$ cat src/design/lpd_pkg.sv
// Package with the shared types, state encoding and defaults of the positional delete list.
package lpd_pkg;

    // Default list capacity in elements.
    localparam int CAPACITY_DEF = 64;

    // Request codes of the mode field.
    localparam logic MODE_APPEND = 1'b0;
    localparam logic MODE_DELETE = 1'b1;

    // One input request.
    typedef struct packed {
        logic               mode;
        logic signed [31:0] value;
        logic [15:0]        position;
    } t_in_item;

    // One result request.
    typedef struct packed {
        logic signed [31:0] element;
        logic               last;
        logic               empty_res;
    } t_out_item;

    // Controller states.
    typedef enum logic [2:0] {
        ST_IDLE,
        ST_SHIFT,
        ST_EMIT_RD,
        ST_EMIT_OUT,
        ST_EMIT_EMPTY
    } t_state;

    // Commands from the controller to the datapath.
    typedef struct packed {
        logic append;
        logic del_start;
        logic shift_rd;
        logic shift_done;
        logic emit_rd;
        logic emit_load;
        logic emit_empty;
    } t_cmd;

    // Status from the datapath to the controller.
    typedef struct packed {
        logic is_full;
        logic is_empty;
        logic len_one;
        logic shift_more;
        logic pend;
        logic emit_last;
        logic out_free;
    } t_status;

endpackage

$ cat src/design/list_positional_delete_unit.sv
// Top level of the positional delete list: controller plus datapath.
//
// Usage: the input channel carries requests of type t_in_item. An append
// request writes its value at the tail and produces nothing;
// it is dropped when the list is full. A delete request removes the element
// at the clamped position and then streams the whole list, head first, on
// the output channel, with last set on the tail element. A delete that
// empties the list sends one request with empty_res and last set; a delete
// on an empty list sends nothing.
// Sequence: a delete first sets the walk counter just past the removed
// element, then reads each later element and writes it one place down
// through a pending write, waits for the last write to land and closes the
// walk by shortening the list, then emits each element by reading it from
// the element memory, whose read is registered, and then loading it into
// the output register.
// Input stall is high while a delete is in progress. The output register
// holds a result while the receiver stalls, and the walk waits on it; a
// new request can still be accepted while the last result waits.
// Reset (synchronous, active low) empties the list and clears the output.
module list_positional_delete_unit #(
    parameter int CAPACITY = lpd_pkg::CAPACITY_DEF
) (
    input  logic               i_clk,
    input  logic               i_rst_n,
    input  logic               i_in_valid,
    output logic               o_in_stall,
    input  lpd_pkg::t_in_item  i_in_data,
    output logic               o_out_valid,
    input  logic               i_out_stall,
    output lpd_pkg::t_out_item o_out_data
);
    import lpd_pkg::*;

    t_cmd    cmd;
    t_status status;

    // Sequencer.
    lpd_ctrl u_ctrl (
        .i_clk      (i_clk),
        .i_rst_n    (i_rst_n),
        .i_in_valid (i_in_valid),
        .i_in_mode  (i_in_data.mode),
        .i_status   (status),
        .o_cmd      (cmd),
        .o_in_stall (o_in_stall)
    );

    // Storage and output path.
    lpd_dp #(
        .CAPACITY (CAPACITY)
    ) u_dp (
        .i_clk       (i_clk),
        .i_rst_n     (i_rst_n),
        .i_in_data   (i_in_data),
        .i_cmd       (cmd),
        .o_status    (status),
        .i_out_stall (i_out_stall),
        .o_out_valid (o_out_valid),
        .o_out_data  (o_out_data)
    );

endmodule

$ cat src/design/lpd_ctrl.sv
// Controller state machine of the positional delete list.
module lpd_ctrl (
    input  logic            i_clk,
    input  logic            i_rst_n,
    input  logic            i_in_valid,
    input  logic            i_in_mode,
    input  lpd_pkg::t_status i_status,
    output lpd_pkg::t_cmd   o_cmd,
    output logic            o_in_stall
);
    import lpd_pkg::*;

    t_state r_state;
    t_state n_state;
    logic   in_accept;

    // Requests enter only while the controller is idle.
    assign o_in_stall = (r_state != ST_IDLE);
    assign in_accept  = i_in_valid && (r_state == ST_IDLE);

    // State register.
    always_ff @(posedge i_clk) begin
        if (!i_rst_n) begin
            r_state <= ST_IDLE;
        end else begin
            r_state <= n_state;
        end
    end

    // Next state.
    always_comb begin
        n_state = r_state;
        unique case (r_state)
            ST_IDLE: begin
                if (in_accept && i_in_mode == MODE_DELETE && !i_status.is_empty) begin
                    n_state = ST_SHIFT;
                end
            end
            ST_SHIFT: begin
                if (!i_status.shift_more && !i_status.pend) begin
                    n_state = i_status.len_one ? ST_EMIT_EMPTY : ST_EMIT_RD;
                end
            end
            ST_EMIT_RD: begin
                n_state = ST_EMIT_OUT;
            end
            ST_EMIT_OUT: begin
                if (i_status.out_free) begin
                    n_state = i_status.emit_last ? ST_IDLE : ST_EMIT_RD;
                end
            end
            ST_EMIT_EMPTY: begin
                if (i_status.out_free) begin
                    n_state = ST_IDLE;
                end
            end
            default: begin
                n_state = ST_IDLE;
            end
        endcase
    end

    // Command outputs.
    always_comb begin
        o_cmd = '0;
        unique case (r_state)
            ST_IDLE: begin
                if (in_accept && i_in_mode == MODE_APPEND && !i_status.is_full) begin
                    o_cmd.append = 1'b1;
                end
                if (in_accept && i_in_mode == MODE_DELETE && !i_status.is_empty) begin
                    o_cmd.del_start = 1'b1;
                end
            end
            ST_SHIFT: begin
                if (i_status.shift_more) begin
                    o_cmd.shift_rd = 1'b1;
                end else if (!i_status.pend) begin
                    o_cmd.shift_done = 1'b1;
                end
            end
            ST_EMIT_RD: begin
                o_cmd.emit_rd = 1'b1;
            end
            ST_EMIT_OUT: begin
                o_cmd.emit_load = i_status.out_free;
            end
            ST_EMIT_EMPTY: begin
                o_cmd.emit_empty = i_status.out_free;
            end
            default: begin
                o_cmd = '0;
            end
        endcase
    end

endmodule

$ cat src/design/lpd_dp.sv
// Datapath of the positional delete list: element memory, length, counters and output register.
module lpd_dp #(
    parameter int CAPACITY = lpd_pkg::CAPACITY_DEF
) (
    input  logic              i_clk,
    input  logic              i_rst_n,
    input  lpd_pkg::t_in_item i_in_data,
    input  lpd_pkg::t_cmd     i_cmd,
    output lpd_pkg::t_status  o_status,
    input  logic              i_out_stall,
    output logic              o_out_valid,
    output lpd_pkg::t_out_item o_out_data
);
    import lpd_pkg::*;

    localparam int ADDR_W = $clog2(CAPACITY);
    localparam int LEN_W  = $clog2(CAPACITY + 1);
    localparam int CMP_W  = (LEN_W > 16) ? LEN_W : 16;

    logic [31:0]       mem [CAPACITY];
    logic [LEN_W-1:0]  r_len;
    logic [LEN_W-1:0]  r_k;
    logic              r_pend;
    logic [ADDR_W-1:0] r_pend_addr;
    logic [31:0]       r_rd_data;
    logic              r_out_valid;
    t_out_item         r_out;

    logic [CMP_W-1:0]  pos_ext;
    logic [CMP_W-1:0]  len_ext;
    logic [LEN_W-1:0]  del_idx;
    logic [LEN_W-1:0]  len_m1;
    logic              out_free;
    logic              rd_en;
    logic [ADDR_W-1:0] rd_addr;
    logic              wr_en;
    logic [ADDR_W-1:0] wr_addr;
    logic [31:0]       wr_data;

    // Position clamp: at or past the length selects the tail.
    assign pos_ext = CMP_W'(i_in_data.position);
    assign len_ext = CMP_W'(r_len);
    assign len_m1  = r_len - LEN_W'(1);
    assign del_idx = (pos_ext >= len_ext) ? len_m1 : LEN_W'(i_in_data.position);

    assign out_free = !r_out_valid || !i_out_stall;

    // Status toward the controller.
    always_comb begin
        o_status.is_full    = (r_len == LEN_W'(CAPACITY));
        o_status.is_empty   = (r_len == '0);
        o_status.len_one    = (r_len == LEN_W'(1));
        o_status.shift_more = (r_k < r_len);
        o_status.pend       = r_pend;
        o_status.emit_last  = (r_k == len_m1);
        o_status.out_free   = out_free;
    end

    // Memory port selection.
    assign rd_en   = i_cmd.shift_rd || i_cmd.emit_rd;
    assign rd_addr = r_k[ADDR_W-1:0];
    assign wr_en   = i_cmd.append || r_pend;
    assign wr_addr = r_pend ? r_pend_addr : r_len[ADDR_W-1:0];
    assign wr_data = r_pend ? r_rd_data : i_in_data.value;

    // Element memory with registered read.
    always_ff @(posedge i_clk) begin
        if (wr_en) begin
            mem[wr_addr] <= wr_data;
        end
        if (rd_en) begin
            r_rd_data <= mem[rd_addr];
        end
    end

    // Destination address of the element moved down one place.
    always_ff @(posedge i_clk) begin
        if (i_cmd.shift_rd) begin
            r_pend_addr <= ADDR_W'(r_k - LEN_W'(1));
        end
    end

    // Length, walk counter and pending write.
    always_ff @(posedge i_clk) begin
        if (!i_rst_n) begin
            r_len  <= '0;
            r_k    <= '0;
            r_pend <= 1'b0;
        end else begin
            r_pend <= i_cmd.shift_rd;
            if (i_cmd.append) begin
                r_len <= r_len + LEN_W'(1);
            end
            if (i_cmd.shift_done) begin
                r_len <= len_m1;
            end
            if (i_cmd.del_start) begin
                r_k <= del_idx + LEN_W'(1);
            end else if (i_cmd.shift_rd || i_cmd.emit_load) begin
                r_k <= r_k + LEN_W'(1);
            end else if (i_cmd.shift_done) begin
                r_k <= '0;
            end
        end
    end

    // Output register valid.
    always_ff @(posedge i_clk) begin
        if (!i_rst_n) begin
            r_out_valid <= 1'b0;
        end else if (i_cmd.emit_load || i_cmd.emit_empty) begin
            r_out_valid <= 1'b1;
        end else if (!i_out_stall) begin
            r_out_valid <= 1'b0;
        end
    end

    // Output register payload.
    always_ff @(posedge i_clk) begin
        if (i_cmd.emit_load) begin
            r_out.element   <= r_rd_data;
            r_out.last      <= (r_k == len_m1);
            r_out.empty_res <= 1'b0;
        end else if (i_cmd.emit_empty) begin
            r_out.element   <= '0;
            r_out.last      <= 1'b1;
            r_out.empty_res <= 1'b1;
        end
    end

    assign o_out_valid = r_out_valid;
    assign o_out_data  = r_out;

`ifndef SYNTHESIS
    a_len_bound: assert property (@(posedge i_clk) disable iff (!i_rst_n)
        r_len <= LEN_W'(CAPACITY))
        else $error("list length exceeds capacity");
    a_no_write_clash: assert property (@(posedge i_clk) disable iff (!i_rst_n)
        !(i_cmd.append && r_pend))
        else $error("append collides with a shift write");
    a_pend_follows_read: assert property (@(posedge i_clk) disable iff (!i_rst_n)
        i_cmd.shift_rd |=> r_pend)
        else $error("shift read not followed by its write");
    a_emit_in_range: assert property (@(posedge i_clk) disable iff (!i_rst_n)
        i_cmd.emit_load |-> (r_k < r_len))
        else $error("emit index past list length");
    a_load_when_free: assert property (@(posedge i_clk) disable iff (!i_rst_n)
        (i_cmd.emit_load || i_cmd.emit_empty) |-> out_free)
        else $error("output register overwritten while stalled");
`endif

endmodule

$ cat config.mk
export PLATFORM = sky130hd
export DESIGN_NAME = list_positional_delete_unit
export DESIGN_NICKNAME = d
export VERILOG_FILES = /design/src/design/lpd_pkg.sv /design/src/design/list_positional_delete_unit.sv /design/src/design/lpd_ctrl.sv /design/src/design/lpd_dp.sv
export SDC_FILE = /design/constraint.sdc
export NUM_CORES = 2
export LEC_CHECK = 0
export BUFFER_PORTS_ARGS = -buffer_cell sky130_fd_sc_hd__buf_2
export CORE_MARGIN = 2
export CORE_UTILIZATION = 57
export CTS_CLUSTER_DIAMETER = 80
export DETAILED_ROUTE_END_ITERATION = 10
export PLACE_DENSITY = 0.83
export SLEW_MARGIN = 20
export SYNTH_ARGS = -nofsm -noshare
export SYNTH_HDL_FRONTEND = slang
export SYNTH_SLANG_ARGS = --single-unit
$ cat constraint.sdc
create_clock -name i_clk -period 3.75 [get_ports i_clk]
set_input_delay 0.375 -clock i_clk [delete_from_list [all_inputs] [get_ports i_clk]]
set_output_delay 0.375 -clock i_clk [all_outputs]
set_load 0.02 [all_outputs]
==> results list <==
* Count of cell types in the netlist: 60
- Across the VDD grid, the largest voltage drop is 0.000594 V.
* Cell chain of the critical path: inv_1 > ha_1 > a211o_1 > a31oi_1 > o2111ai_1 > buf_4 > a21oi_1 > ha_1 > mux2i_1 > a32oi_1 > xnor2_1 > o21ai_0 > o22ai_1
- Number of max-cap violations: 0
- Total leakage power: 28.3 nW
- Via count of the first global-routing pass: 41567
- For this design the total switching power over the nets is 0.0185 W.
- Critical path capture point type: flop
- Outcome: finished clean
- Maximum clock rate: 295 MHz
* Delay contributed by the slowest stage of the critical path: 0.54 ns
- In this run the tightest slew margin relative to its limit is 25.6%.
* Crit path arrival time: 4.09 ns
* Vias: 41570
- The startpoint identified for the worst hold timing path is i_in_data[5].
* Count of flip-flops with a built-in enable after synthesis: 2119
- The number of cells on the worst reg-to-reg path is 13.
- GRT Resource Usage Total: 31.5%
- After legalization and detailed placement, the total HPWL measured 120 mm.
- Among the stages of the critical path, the cell type that occurs most often is sky130_fd_sc_hd__ha_1.
- In this run the deepest clock path goes through 3 buffers.
- Grouping stages by cell kind, the critical path spends the most delay in compound AO/OA/AOI/OAI gates.
* Cell at the slowest stage of the critical path: sky130_fd_sc_hd__dfxtp_1
- In the detailed route, the total length drawn on met2 is 116 mm.
- Worst Clk Skew: 0.0248 ns
* Cell with the most instances after synthesis: sky130_fd_sc_hd__edfxtp_1
- Power Dens Cells: 677 nW/µm²
- The H-tree generated during clock tree synthesis spans 4 levels.
* Total power: 0.0636 W
- After detailed routing, the met3 layer carries 27.5 mm of wire.
- The biggest area contributor in the post-synthesis netlist is sky130_fd_sc_hd__edfxtp_1.
* Final hold violation count: 0
- The floorplan step defined a die boundary enclosing 148000 µm².
* Required time reported for the critical path endpoint: 4.44 ns
* Portion of synthesized cell area occupied by the leading cell type: 77.0%
* Starting utilization of the core area: 57.5%
- The first detailed-routing pass took 8 iterations.
* Total area of multi-input combinational cells: 18400 µm²
* Maximum fanout count along the critical path: 12
- Via-to-Cell Ratio: 7.24
- Switching share of total power: 29.0%
- For this run, design rule violations remaining after detail routing come to 0.
- The routed design has 230 mm of wire.
* Setup Total Neg Slack: 0 ns
- The highest layer touched by signal routing is met5.
* Crit path buffers/inverters: 2
* Post-CTS Setup Bufs: 0
* Routed length on met1: 75.9 mm
* GP Congestion: 0.909
- Hold Crit Depth: 4
- At the later pin of the worst-skew pair, clock insertion delay measures 0.81 ns.
* Clock slew seen by the registers of the worst setup and hold paths: 0.06 ns
* Final Cycle Share: 90.5%
* Post-synthesis async set-or-reset flop share: 0%
- The worst setup path is of the flop to flop kind.
- In this run the critical register-to-register path is launched from u_dp.r_len[1].
- Power share of the combinational group: 23.1%
- 89 I/O pins were placed.
- The max-slew violation count came to 0.
* Share of layout cells above drive strength 1: 34.2%
- Synthesis produced a netlist with a net count of 3485.
- Port buffering added 88 buffers.
* Global-route wire length before repair: 324 mm
- Total overflow reported by the global router: 0
- CP startpoint kind: flop
- The worst hold path terminates at u_dp.r_k[5].
- TritonCTS built the clock tree.
* Clk network pwr share: 31.0%
- Area grow syn2layout: 13.6%
- Largest cells by area after synthesis: sky130_fd_sc_hd__edfxtp_1 (77%), sky130_fd_sc_hd__mux4_2 (18%), sky130_fd_sc_hd__mux2_2 (0.49%)
* Register bit count reported by yosys: 2139
* Number of clock buffers inserted by TritonCTS: 191
- Nets: 3760
* Number of instances in the synthesized netlist: 3411
- Vertical die dimension: 385 µm
* Core area: 144000 µm²
- At the pin with the least slew margin, the transition time is 1.11 ns.
* Post-synthesis instance area: 82600 µm²
* Post-synthesis sequential area ratio: 77.5%
* Post-DRT Antenna Nets: 0
- In the final routed layout, each cell accounts on average for 40.0 µm.
- The floorplan has 139 rows.
- Endpoint of the most critical register-to-register path: u_dp.r_k[4]
- Setup repair after global routing left no endpoint under its margin.
* Yosys warning total: 0
* Minimum clock period after layout: 3.39 ns
- The initial antenna violation count was 15.
- The path class of the tightest hold or removal check is input port to flop.
- Internal cell power: 0.0451 W
* Total area of sequential cells: 64100 µm²
* Relative contribution of sequential cells to total power: 45.9%
* # clock sinks: 2139
- Count of final setup violators: 0
- From left edge to right edge, the die measures 385 µm.
* Number of DRC violations after detailed-routing iteration 0: 7210
* Mean cell area of the mapped netlist: 24.2 µm²
* R2r setup slk: 0.36 ns
- For this run, the leading register cell type out of synthesis is sky130_fd_sc_hd__edfxtp_1.
- Top cell types by occurrence after synthesis: sky130_fd_sc_hd__edfxtp_1 (2119), sky130_fd_sc_hd__mux4_2 (672), sky130_fd_sc_hd__clkbuf_1 (100)
- Clock tree synthesis selected as its root buffer the cell sky130_fd_sc_hd__clkbuf_16.
- Maximum number of pins on one net before global-route repair: 118
- Layout fillers: 8102
[cell families after synthesis]
logic type	count (synthesis)	share of synthesized area [%]
AND/OR/NAND/NOR	237	1.39
flip-flops	2139	77.5
multiplexers	712	18.9
adder cells (fa/ha/maj)	21	0.318
XOR/XNOR	26	0.309
buffers and inverters	197	1.01
AO/OA/AOI/OAI	79	0.649
[worst max path at each step]
stage                                  from               to  slack, ns  cells past startpoint
after floorplan           u_ctrl.r_state[2]  u_dp.mem[14][0]       0.20                      7
after global placement         i_in_data[2]      u_dp.r_k[4]       0.40                     13
after detailed placement       i_in_data[2]      u_dp.r_k[4]       0.36                     13
after CTS                     u_dp.r_len[1]      u_dp.r_k[4]       0.34                     13
after global routing          u_dp.r_len[1]      u_dp.r_k[4]       0.05                     13
final                         u_dp.r_len[1]      u_dp.r_k[4]       0.36                     13
[tightest hold or removal path: cells and delay by family]
kind / cells / cell delay (ns)
XOR/XNOR: 1 / 0.07
buffers and inverters: 1 / 0.11
AO/OA/AOI/OAI: 2 / 0.22
[power by group through the flow]
stage | clock (W) | combinational (W) | sequential, W
floorplan | 0 | 0.00903 | 0.0290
global placement | 0 | 0.0133 | 0.0296
detailed placement | 0 | 0.0139 | 0.0296
CTS | 0.0198 | 0.0144 | 0.0292
global route | 0.0205 | 0.0152 | 0.0292
finish | 0.0197 | 0.0147 | 0.0292
[layout make-up]
class                      instances  share of cell area [%]
sequential                      2139                    68.2
multi-input combinational       1075                    19.6
clock buffer                     233                    5.40
timing repair buffer             261                    3.11
tap                             1903                    2.54
clock inverter                   112                    1.09
inverter                          18                  0.0719
antenna                            4                  0.0107
[through the flow]
step / worst slack (ns) / hold slack (ns) / cell area (µm²) / std cells / utilization (%)
after floorplan: 0.204 / 0.508 / 82600 / 3411 / -
after global placement: 0.404 / 0.490 / 87700 / 5395 / 61.0
after detailed placement: 0.365 / 0.517 / 87700 / 5395 / 61.0
after CTS: 0.345 / 0.00141 / 93800 / 5741 / 65.2
after global routing: 0.0508 / 0.0653 / 93900 / 5742 / 65.3
final: 0.355 / 0.0274 / 93900 / 5745 / 65.3
[what timing repair did]
action                                 4_1_cts  5_1_grt
hold buffers                                 1        0
endpoints found under the hold margin        3        0
resized for setup                            0        0
[layout by cell type (no fill, tap or decap), drive strengths merged, types with 5 or more instances in the layout]
master / netlist / routed
nand4: 5 / 5
nor2b: 5 / 5
buf: 79 / 260
edfxtp: 2119 / 2119
mux2: 36 / 36
xor2: 7 / 7
nor3: 9 / 9
or3: 5 / 5
bufinv: 0 / 18
nor2: 89 / 89
o22ai: 8 / 8
o21ai: 8 / 8
xnor2: 17 / 17
o31ai: 5 / 5
inv: 18 / 21
and3: 36 / 36
mux4: 672 / 672
ha: 21 / 21
nand3: 17 / 17
nand2: 44 / 44
a21oi: 22 / 22
dfxtp: 20 / 20
clkinvlp: 0 / 6
clkinv: 0 / 85
clkbuf: 100 / 233
nand2b: 6 / 6
[state kept, by name, indices dropped and copies added, names as in the netlist]
signal / cells
u_dp.mem: 2048
u_dp.r_pend_addr: 6
u_dp.r_k: 7
u_dp.o_out_valid: 1
u_dp.r_rd_data: 32
u_dp.r_len: 7
u_dp.o_out_data: 34
u_ctrl.r_state: 3
u_dp.r_pend: 1
[layer usage]
metal	up-vias	GRT usage (%)
met5	-	0
met4	18	13.0
met3	690	7.03
met2	3826	51.9
met1	21748	41.2
li1	15288	-
(Power assumes the default switching activity.)
